### src/rtl/bqd_pkg.sv
// ----------------------------------------------------------------------------
// bqd_pkg: shared definitions for the biquad IIR filter
// Default formats, register indexes and the control word that the sequencer
// hands to the datapath.
// ----------------------------------------------------------------------------
package bqd_pkg;

  // Default formats: Q1.15 samples and Q4.16 coefficients.
  localparam int DEF_SAMPLE_BITS    = 16;
  localparam int DEF_COEF_FRAC_BITS = 16;

  // Configuration port.
  localparam int CFG_INDEX_BITS = 3;
  localparam int NUM_COEFS      = 5;

  typedef enum logic [CFG_INDEX_BITS-1:0] {
    REG_B0 = 3'd0,
    REG_B1 = 3'd1,
    REG_B2 = 3'd2,
    REG_A1 = 3'd3,
    REG_A2 = 3'd4
  } cfg_reg_t;

  // Operand pair presented to the shared multiplier.
  typedef enum logic [2:0] {
    MS_A1D1,
    MS_A2D2,
    MS_B0W0,
    MS_B1D1,
    MS_B2D2
  } mul_sel_t;

  // Accumulator operation.
  typedef enum logic [2:0] {
    ACC_HOLD,
    ACC_LOAD_X,
    ACC_LOAD_P,
    ACC_SUB_P,
    ACC_ADD_P
  } acc_op_t;

  // Control word from the sequencer to the datapath.
  typedef struct packed {
    mul_sel_t mul_sel;
    acc_op_t  acc_op;
    logic     take_w;
    logic     take_y;
  } seq_ctrl_t;

endpackage

### src/rtl/bqd_mac.sv
// ----------------------------------------------------------------------------
// bqd_mac: shared multiply-accumulate unit
// One registered signed multiplier feeding a wide accumulator.
// ----------------------------------------------------------------------------
module bqd_mac #(
  parameter int SAMPLE_BITS    = bqd_pkg::DEF_SAMPLE_BITS,
  parameter int COEF_FRAC_BITS = bqd_pkg::DEF_COEF_FRAC_BITS,
  localparam int COEF_BITS     = COEF_FRAC_BITS + 4,
  localparam int DELAY_BITS    = SAMPLE_BITS + 8,
  localparam int PROD_BITS     = COEF_BITS + DELAY_BITS,
  localparam int ACC_BITS      = PROD_BITS + 2
) (
  input  logic                        clk,
  input  bqd_pkg::acc_op_t            acc_op,
  input  logic signed [COEF_BITS-1:0]   coef,
  input  logic signed [DELAY_BITS-1:0]  data,
  input  logic signed [SAMPLE_BITS-1:0] x,
  output logic signed [ACC_BITS-1:0]    acc
);

  logic signed [PROD_BITS-1:0] prod;
  logic signed [ACC_BITS-1:0]  prod_ext;
  logic signed [ACC_BITS-1:0]  x_ext;

  // The product is registered before it reaches the accumulator.
  always_ff @(posedge clk) begin
    prod <= coef * data;
  end

  assign prod_ext = ACC_BITS'(prod);
  assign x_ext    = ACC_BITS'(x) <<< COEF_FRAC_BITS;

  always_ff @(posedge clk) begin
    case (acc_op)
      bqd_pkg::ACC_LOAD_X: acc <= x_ext;
      bqd_pkg::ACC_LOAD_P: acc <= prod_ext;
      bqd_pkg::ACC_SUB_P:  acc <= acc - prod_ext;
      bqd_pkg::ACC_ADD_P:  acc <= acc + prod_ext;
      default:             acc <= acc;
    endcase
  end

endmodule

### src/rtl/bqd_seq.sv
// ----------------------------------------------------------------------------
// bqd_seq: step sequencer for the biquad
// Walks the feedback and feed-forward sums through the shared MAC.
// ----------------------------------------------------------------------------
module bqd_seq (
  input  logic               clk,
  input  logic               rst,
  input  logic               start,
  input  logic               out_free,
  output logic               ready,
  output bqd_pkg::seq_ctrl_t ctrl
);

  typedef enum logic [3:0] {
    S_IDLE,
    S_FB1,
    S_FB2,
    S_FB3,
    S_WRND,
    S_FF1,
    S_FF2,
    S_FF3,
    S_FF4,
    S_YOUT
  } state_t;

  state_t state;

  always_ff @(posedge clk) begin
    if (rst) begin
      state <= S_IDLE;
    end else begin
      unique case (state)
        S_IDLE:  if (start) state <= S_FB1;
        S_FB1:   state <= S_FB2;
        S_FB2:   state <= S_FB3;
        S_FB3:   state <= S_WRND;
        S_WRND:  state <= S_FF1;
        S_FF1:   state <= S_FF2;
        S_FF2:   state <= S_FF3;
        S_FF3:   state <= S_FF4;
        S_FF4:   state <= S_YOUT;
        S_YOUT:  if (out_free) state <= S_IDLE;
        default: state <= S_IDLE;
      endcase
    end
  end

  assign ready = (state == S_IDLE);

  always_comb begin
    ctrl.mul_sel = bqd_pkg::MS_A1D1;
    ctrl.acc_op  = bqd_pkg::ACC_HOLD;
    ctrl.take_w  = 1'b0;
    ctrl.take_y  = 1'b0;
    unique case (state)
      S_FB1: begin
        ctrl.acc_op = bqd_pkg::ACC_LOAD_X;
      end
      S_FB2: begin
        ctrl.mul_sel = bqd_pkg::MS_A2D2;
        ctrl.acc_op  = bqd_pkg::ACC_SUB_P;
      end
      S_FB3:  ctrl.acc_op = bqd_pkg::ACC_SUB_P;
      S_WRND: ctrl.take_w = 1'b1;
      S_FF1:  ctrl.mul_sel = bqd_pkg::MS_B0W0;
      S_FF2: begin
        ctrl.mul_sel = bqd_pkg::MS_B1D1;
        ctrl.acc_op  = bqd_pkg::ACC_LOAD_P;
      end
      S_FF3: begin
        ctrl.mul_sel = bqd_pkg::MS_B2D2;
        ctrl.acc_op  = bqd_pkg::ACC_ADD_P;
      end
      S_FF4:  ctrl.acc_op = bqd_pkg::ACC_ADD_P;
      S_YOUT: ctrl.take_y = out_free;
      default: ;
    endcase
  end

  // A started item always enters the first feedback step.
  assert property (@(posedge clk) disable iff (rst)
    (ready && start) |=> (state == S_FB1))
    else $error("sequencer did not begin an item after start");

endmodule

### src/rtl/biquad_iir_filter.sv
// ----------------------------------------------------------------------------
// biquad_iir_filter: second-order IIR filter, direct form II, fixed point
// One shared multiply-accumulate unit evaluates the feedback and
// feed-forward sums in turn, with rounding and saturation of each sum.
// ----------------------------------------------------------------------------
//
//   Channel   Direction  Contents
//   s_axis    in         tdata: sample_in (Q1.15)
//   m_axis    out        tdata: sample_out (Q1.15); tuser: clipped
//   cfg       in         cfg_index selects coef_b0..coef_a2, cfg_data Q4.16
//
// The single shared multiplier serves the five products in turn, and its
// product is registered before it reaches the accumulator; each of the two
// sums is then rounded, saturated and registered in a step of its own.
// s_tready is high only while the sequencer is idle, which it is from the
// commit of a result until a new item is accepted, so one item is in work at
// a time. The output register holds a finished item until it is taken; the
// last step waits there while the previous result is not yet taken.
// Synchronous reset returns the coefficients to b0 = 1.0 and the others to
// zero, and clears both delays and the output valid flag.
//
module biquad_iir_filter #(
  parameter int SAMPLE_BITS    = bqd_pkg::DEF_SAMPLE_BITS,
  parameter int COEF_FRAC_BITS = bqd_pkg::DEF_COEF_FRAC_BITS,
  localparam int COEF_BITS     = COEF_FRAC_BITS + 4,
  localparam int DELAY_BITS    = SAMPLE_BITS + 8,
  localparam int ACC_BITS      = COEF_BITS + DELAY_BITS + 2,
  localparam int TDATA_BITS    = ((SAMPLE_BITS + 7) / 8) * 8
) (
  input  logic                                clk,
  input  logic                                rst,
  // Input stream.
  input  logic                                s_tvalid,
  output logic                                s_tready,
  input  logic [TDATA_BITS-1:0]               s_tdata,   // sample_in
  // Output stream.
  output logic                                m_tvalid,
  input  logic                                m_tready,
  output logic [TDATA_BITS-1:0]               m_tdata,   // sample_out
  output logic                                m_tuser,   // clipped
  // Coefficient write port.
  input  logic                                cfg_we,
  input  logic [bqd_pkg::CFG_INDEX_BITS-1:0]  cfg_index,
  input  logic [COEF_BITS-1:0]                cfg_data
);

  localparam int RND_BITS = ACC_BITS + 1;

  // Saturation limits, sign-extended to the rounding width.
  localparam logic signed [RND_BITS-1:0] W_HI = RND_BITS'({1'b0, {(DELAY_BITS-1){1'b1}}});
  localparam logic signed [RND_BITS-1:0] W_LO = ~W_HI;
  localparam logic signed [RND_BITS-1:0] Y_HI = RND_BITS'({1'b0, {(SAMPLE_BITS-1){1'b1}}});
  localparam logic signed [RND_BITS-1:0] Y_LO = ~Y_HI;
  localparam logic signed [RND_BITS-1:0] HALF = RND_BITS'(1) <<< (COEF_FRAC_BITS - 1);

  // Coefficient registers.
  logic signed [COEF_BITS-1:0] coef_b0;
  logic signed [COEF_BITS-1:0] coef_b1;
  logic signed [COEF_BITS-1:0] coef_b2;
  logic signed [COEF_BITS-1:0] coef_a1;
  logic signed [COEF_BITS-1:0] coef_a2;

  // Filter state and the item in work.
  logic signed [DELAY_BITS-1:0]  delay_one;
  logic signed [DELAY_BITS-1:0]  delay_two;
  logic signed [DELAY_BITS-1:0]  w0;
  logic                          clip_w;
  logic signed [SAMPLE_BITS-1:0] x;
  logic signed [SAMPLE_BITS-1:0] sample_out;
  logic                          clipped;

  // Datapath signals.
  bqd_pkg::seq_ctrl_t            ctrl;
  logic                          seq_ready;
  logic                          in_accept;
  logic                          out_free;
  logic signed [COEF_BITS-1:0]   mul_coef;
  logic signed [DELAY_BITS-1:0]  mul_data;
  logic signed [ACC_BITS-1:0]    acc;
  logic signed [RND_BITS-1:0]    acc_rnd;
  logic signed [RND_BITS-1:0]    acc_shr;
  logic signed [DELAY_BITS-1:0]  w_sat;
  logic                          w_ovf;
  logic signed [SAMPLE_BITS-1:0] y_sat;
  logic                          y_ovf;

  assign in_accept = s_tvalid && s_tready;
  assign out_free  = !m_tvalid || m_tready;
  assign s_tready  = seq_ready;

  // Coefficient writes; indexes past the last register are ignored.
  always_ff @(posedge clk) begin
    if (rst) begin
      coef_b0 <= COEF_BITS'(1) <<< COEF_FRAC_BITS;
      coef_b1 <= '0;
      coef_b2 <= '0;
      coef_a1 <= '0;
      coef_a2 <= '0;
    end else if (cfg_we) begin
      unique case (bqd_pkg::cfg_reg_t'(cfg_index))
        bqd_pkg::REG_B0: coef_b0 <= cfg_data;
        bqd_pkg::REG_B1: coef_b1 <= cfg_data;
        bqd_pkg::REG_B2: coef_b2 <= cfg_data;
        bqd_pkg::REG_A1: coef_a1 <= cfg_data;
        bqd_pkg::REG_A2: coef_a2 <= cfg_data;
        default: ;
      endcase
    end
  end

  bqd_seq u_seq (
    .clk      (clk),
    .rst      (rst),
    .start    (in_accept),
    .out_free (out_free),
    .ready    (seq_ready),
    .ctrl     (ctrl)
  );

  // Operand selection for the shared multiplier.
  always_comb begin
    unique case (ctrl.mul_sel)
      bqd_pkg::MS_A1D1: begin
        mul_coef = coef_a1;
        mul_data = delay_one;
      end
      bqd_pkg::MS_A2D2: begin
        mul_coef = coef_a2;
        mul_data = delay_two;
      end
      bqd_pkg::MS_B0W0: begin
        mul_coef = coef_b0;
        mul_data = w0;
      end
      bqd_pkg::MS_B1D1: begin
        mul_coef = coef_b1;
        mul_data = delay_one;
      end
      bqd_pkg::MS_B2D2: begin
        mul_coef = coef_b2;
        mul_data = delay_two;
      end
      default: begin
        mul_coef = '0;
        mul_data = '0;
      end
    endcase
  end

  bqd_mac #(
    .SAMPLE_BITS    (SAMPLE_BITS),
    .COEF_FRAC_BITS (COEF_FRAC_BITS)
  ) u_mac (
    .clk    (clk),
    .acc_op (ctrl.acc_op),
    .coef   (mul_coef),
    .data   (mul_data),
    .x      (x),
    .acc    (acc)
  );

  // Round half up, then floor shift back to the sample scale.
  assign acc_rnd = RND_BITS'(acc) + HALF;
  assign acc_shr = acc_rnd >>> COEF_FRAC_BITS;

  always_comb begin
    w_ovf = (acc_shr > W_HI) || (acc_shr < W_LO);
    if (acc_shr > W_HI) begin
      w_sat = W_HI[DELAY_BITS-1:0];
    end else if (acc_shr < W_LO) begin
      w_sat = W_LO[DELAY_BITS-1:0];
    end else begin
      w_sat = acc_shr[DELAY_BITS-1:0];
    end
    y_ovf = (acc_shr > Y_HI) || (acc_shr < Y_LO);
    if (acc_shr > Y_HI) begin
      y_sat = Y_HI[SAMPLE_BITS-1:0];
    end else if (acc_shr < Y_LO) begin
      y_sat = Y_LO[SAMPLE_BITS-1:0];
    end else begin
      y_sat = acc_shr[SAMPLE_BITS-1:0];
    end
  end

  // Payload registers for the item in work.
  always_ff @(posedge clk) begin
    if (in_accept) begin
      x <= s_tdata[SAMPLE_BITS-1:0];
    end
    if (ctrl.take_w) begin
      w0     <= w_sat;
      clip_w <= w_ovf;
    end
    if (ctrl.take_y) begin
      sample_out <= y_sat;
      clipped    <= clip_w || y_ovf;
    end
  end

  // The delays shift only once the result has been committed to the output.
  always_ff @(posedge clk) begin
    if (rst) begin
      delay_one <= '0;
      delay_two <= '0;
      m_tvalid  <= 1'b0;
    end else begin
      if (ctrl.take_y) begin
        delay_two <= delay_one;
        delay_one <= w0;
        m_tvalid  <= 1'b1;
      end else if (m_tready) begin
        m_tvalid <= 1'b0;
      end
    end
  end

  assign m_tdata = TDATA_BITS'($unsigned(sample_out));
  assign m_tuser = clipped;

  // An accepted item keeps the input closed while it is in work.
  assert property (@(posedge clk) disable iff (rst)
    in_accept |=> !s_tready)
    else $error("input reopened straight after an accepted item");

  // Committing a result shifts the delay line and presents the item.
  assert property (@(posedge clk) disable iff (rst)
    ctrl.take_y |=> (m_tvalid && delay_one == $past(w0)
                     && delay_two == $past(delay_one)))
    else $error("delay shift or output valid wrong after commit");

  // A result is never committed over one that is still waiting.
  assert property (@(posedge clk) disable iff (rst)
    ctrl.take_y |-> (!m_tvalid || m_tready))
    else $error("result committed over an item not yet taken");

endmodule
### config.mk
export PLATFORM = sky130hd
export DESIGN_NAME = biquad_iir_filter
export DESIGN_NICKNAME = d
export VERILOG_FILES = /design/src/rtl/bqd_pkg.sv /design/src/rtl/bqd_mac.sv /design/src/rtl/bqd_seq.sv /design/src/rtl/biquad_iir_filter.sv
export SDC_FILE = /design/constraint.sdc
export NUM_CORES = 2
export LEC_CHECK = 0
export BUFFER_PORTS_ARGS = -buffer_cell sky130_fd_sc_hd__buf_4
export CAP_MARGIN = 20
export CORE_MARGIN = 3
export CORE_UTILIZATION = 59
export CTS_CLUSTER_DIAMETER = 200
export DETAILED_ROUTE_END_ITERATION = 10
export MAX_ROUTING_LAYER = met4
export PLACE_DENSITY = 0.78
export SETUP_SLACK_MARGIN = 0.15
export SKIP_LAST_GASP = 1
export SYNTH_ARGS = -nofsm -noshare
export SYNTH_HDL_FRONTEND = slang
export SYNTH_SLANG_ARGS = --single-unit
### constraint.sdc
create_clock -name clk -period 7.35 [get_ports clk]
set_input_delay 2.205 -clock clk [delete_from_list [all_inputs] [get_ports clk]]
set_output_delay 2.205 -clock clk [all_outputs]
set_load 0.05 [all_outputs]
==> impl_results.md <==
* Outcome: complete, but fails checks
* Failing checks: negative setup slack
* Critical R2R Capture: u_mac.prod[23]$_DFF_P_
* Total CTS buffers at 30
* Max incr delay on CP at ~0.55 ns
* Critical Path RT at just under 8 ns
* CTS tree: built
* Via/cell ratio at between 6 and 7
* Fmax achieved at around 130 MHz
* Hold Crit Start: coef_a2[16]$_SDFFE_PP0P_
* Worst R2R Path Depth at 33
* Placed instance area at 36,600 µm²
* GRT overflow at 0
* Area delta synth->final at 21.7%
* VDD IR max at ~0.16 mV
* Largest net degree at the start of global routing at between 100 and 150
* Area fraction of the dominant cell type after synthesis at a little under a third
* Leading area contributor after synthesis: fa_1
* Yosys reg bits at ~300
* Actual slew at the worst max-slew pin at around 1.1 ns
* Hold endpoint: coef_a2[16]$_SDFFE_PP0P_
* Endpoints failing hold at 0
* Via Count at 28,700
* Initial antenna violation count at 1
* IO Pins at 63
* Routed wire length per instance at approximately 21 µm
* Worst-path maximum fanout at 6
* CP max-delay cell: fa_1
* Crit end category: flip-flop
* Max-cap viol count at 0
* Worst r2r src: u_seq.state[2]$_SDFFE_PP0P_
* Crit path launch type: flip-flop
* Power Dens Cells at 126 nW/µm²
* Final Skew at about 0.015 ns
* Die X at about 240 µm
* Clock Tree Root: clkbuf_16
* Cells after synthesis at approximately 3,800
* Clock H-tree levels at 1
* Warnings from Yosys at 0
* CP arrival at ~8.1 ns
* Gr usage total at 35.4%
* Ranking of synthesized cells by area: fa_1, dfxtp_1, edfxtp_1, nand2_1, inv_1
* Avg Synthesized Cell Area at a little under 9 µm²
* RSZ-0062 raised after global routing: true
* WS Path Type: flip-flop to flip-flop
* Mapped Area at roughly 33,000 µm²
* Number of global-route vias before repair at a little under 30,000
* Final min period at ~7.6 ns
* Drt total wl at between 100 and 150 mm
* Slew headroom at between 20% and 30%
* Reg clk slew, reported paths at around 0.07 ns
* Rows at 85
* Skew-Pair Late Insertion Delay at around 0.6 ns
* Starting DRT DRC Count at approximately 2,800
* First-pass GRT wire length at 156 mm
* Count of final setup violators at 20
* Clock Tree Buf Depth at 3
* Final Cell Area at 39,600 µm²
* Mapped Nets at 4,460
* Die ar. at between 50,000 and 60,000 µm²
* Post-synth EDFFs at around 100
* Top cell types by occurrence after synthesis: nand2_1, inv_1, fa_1
* Final Cycle Share at 104%
* Pleak at 0.0183 µW
* Clk sink count at 301
* DRC viols at 0
* Top cell by count, worst path: fa_1
* DPL Wire Length at approximately 75 mm
* Setup ws final at -0.270 ns
* Netlist cell types at between 70 and 80
* Core region area at between 50,000 and 60,000 µm²
* Worst hold path depth at 2
* Initial Util at between 60% and 70%
* Post-DRT Antenna Nets at 0
* Nets at ~4,800
* Total chip power at 5000 µW
* TritonRoute pass-1 iters at 6
* Top_reg_cell synth: dfxtp_1
* # port buffers at 62
* Share of cells above drive strength 1 at between 20 and 25%
* Async set-reset flop share out of synthesis at 0%
* Max-slew violation count at 0
* Sequential fraction of the synthesis area at 21.7%
* Hold crit path type: flip-flop to flip-flop
* R2R setup slack at -0.27 ns
* Die height at about 240 µm
* Count leader, synth: nand2_1
* Final RePlAce weighted congestion at roughly 1.0
registers in the layout, summed over array words and instances (netlist names), 4 cells and up:
name / flops
m_tdata: 16
u_mac.prod: 44
x: 16
coef_a2: 20
coef_b1: 20
u_seq.state: 4
u_mac.acc: 46
delay_one: 24
w0: 24
coef_b0: 20
delay_two: 24
coef_b2: 20
coef_a1: 20
worst max-delay path: cells and delay by family (launching register included):
| kind | cells | cell delay [ns] |
|---|---|---|
| AOI/OAI and AO/OA | 7 | 1.74 |
| and+or+nand+nor | 5 | 0.61 |
| buffers and inverters | 12 | 1.21 |
| xor gates and xnor gates | 1 | 0.16 |
| adders and majority gates | 8 | 3.46 |
| DFF | 1 | 0.36 |
through the flow:
stage	util, %	setup WS, ns	std cells	hold slack [ns]	setup TNS, ns
floorplan	-	0.130	3761	0.436	0
global placement	67.4	-0.252	4651	0.441	-2.66
detailed placement	67.4	-0.304	4651	0.446	-3.95
CTS	71.2	-0.0828	4747	0.455	-0.359
global route	73.0	-0.429	4779	0.470	-6.06
finish	73.0	-0.270	4779	0.456	-2.51
cell type report:
cell class / count / area, µm²
inverters: 597 / 2250
fillers: 3759 / 14600
well taps: 696 / 871
multi-input cells: 2668 / 23800
clock buffers: 41 / 885
clock inverters: 15 / 150
repair buffers: 460 / 4570
diodes: 1 / 2.50
flip-flops and latches: 301 / 7080
cells by family (layout without fill, tap and decap cells):
family | Yosys count | after routing | share of synthesized area [%]
other | 0 | 1 | 0
adders and majority gates | 655 | 655 | 36.6
xor gates and xnor gates | 151 | 151 | 4.06
muxes | 6 | 6 | 0.204
and+or+nand+nor | 1213 | 1213 | 16.0
DFF | 301 | 301 | 21.7
buffers and inverters | 792 | 1113 | 9.14
AOI/OAI and AO/OA | 643 | 643 | 12.3
per-layer routing:
metal	global-route usage [%]	share of wire, %	up-vias
met4	13.4	5.9	0
met2	57.8	48	1557
li1	-	-	12600
met1	43.7	37	14200
met5	-	0	-
met3	7.18	9.7	458
worst max path at each step:
stage | startpoint | end | slack [ns] | cells past startpoint
after floorplan | u_seq.state[3]$_SDFFE_PP0P_ | u_mac.prod[31]$_DFF_P_ | 0.13 | 31
after global placement | u_seq.state[3]$_SDFFE_PP0P_ | u_mac.prod[39]$_DFF_P_ | -0.25 | 27
after detailed placement | u_seq.state[3]$_SDFFE_PP0P_ | u_mac.prod[39]$_DFF_P_ | -0.30 | 27
after CTS | u_seq.state[0]$_SDFFE_PP0P_ | u_mac.prod[39]$_DFF_P_ | -0.08 | 32
after global routing | u_seq.state[2]$_SDFFE_PP0P_ | u_mac.prod[40]$_DFF_P_ | -0.43 | 32
final | u_seq.state[2]$_SDFFE_PP0P_ | u_mac.prod[23]$_DFF_P_ | -0.27 | 33
report_power, final:
group          internal [µW]  total [µW]  leakage, µW  switching, µW
Clock                    920        1630     0.000520            709
Combinational            575        1430       0.0152            850
Sequential              1850        1940      0.00256           90.5
repair_timing:
action	CTS	global route
buffers inserted	32	28
endpoints found under the setup margin	28	29
gates cloned	8	2
gates resized for setup	147	194
hold buffers	0	0
pin swaps	65	140
layout by cell type, fill, tap and decap left out, drive strengths merged, types with 10 or more instances in the layout:
| cell type | n |
|---|---|
| clkbuf | 44 |
| dfxtp | 197 |
| a211o | 12 |
| nand3 | 30 |
| or2 | 19 |
| and3 | 21 |
| a21o | 50 |
| nand2b | 30 |
| nor3 | 21 |
| ha | 162 |
| nor2b | 17 |
| o31ai | 28 |
| a221oi | 11 |
| nand4 | 21 |
| fa | 493 |
| a22oi | 51 |
| a211oi | 10 |
| a222oi | 17 |
| nand2 | 681 |
| nor2 | 284 |
| edfxtp | 104 |
| and2 | 40 |
| xnor2 | 92 |
| o21ai | 119 |
| xor2 | 59 |
| buf | 456 |
| inv | 601 |
| a21oi | 264 |
Note: power is estimated with default switching activity, not from simulation.
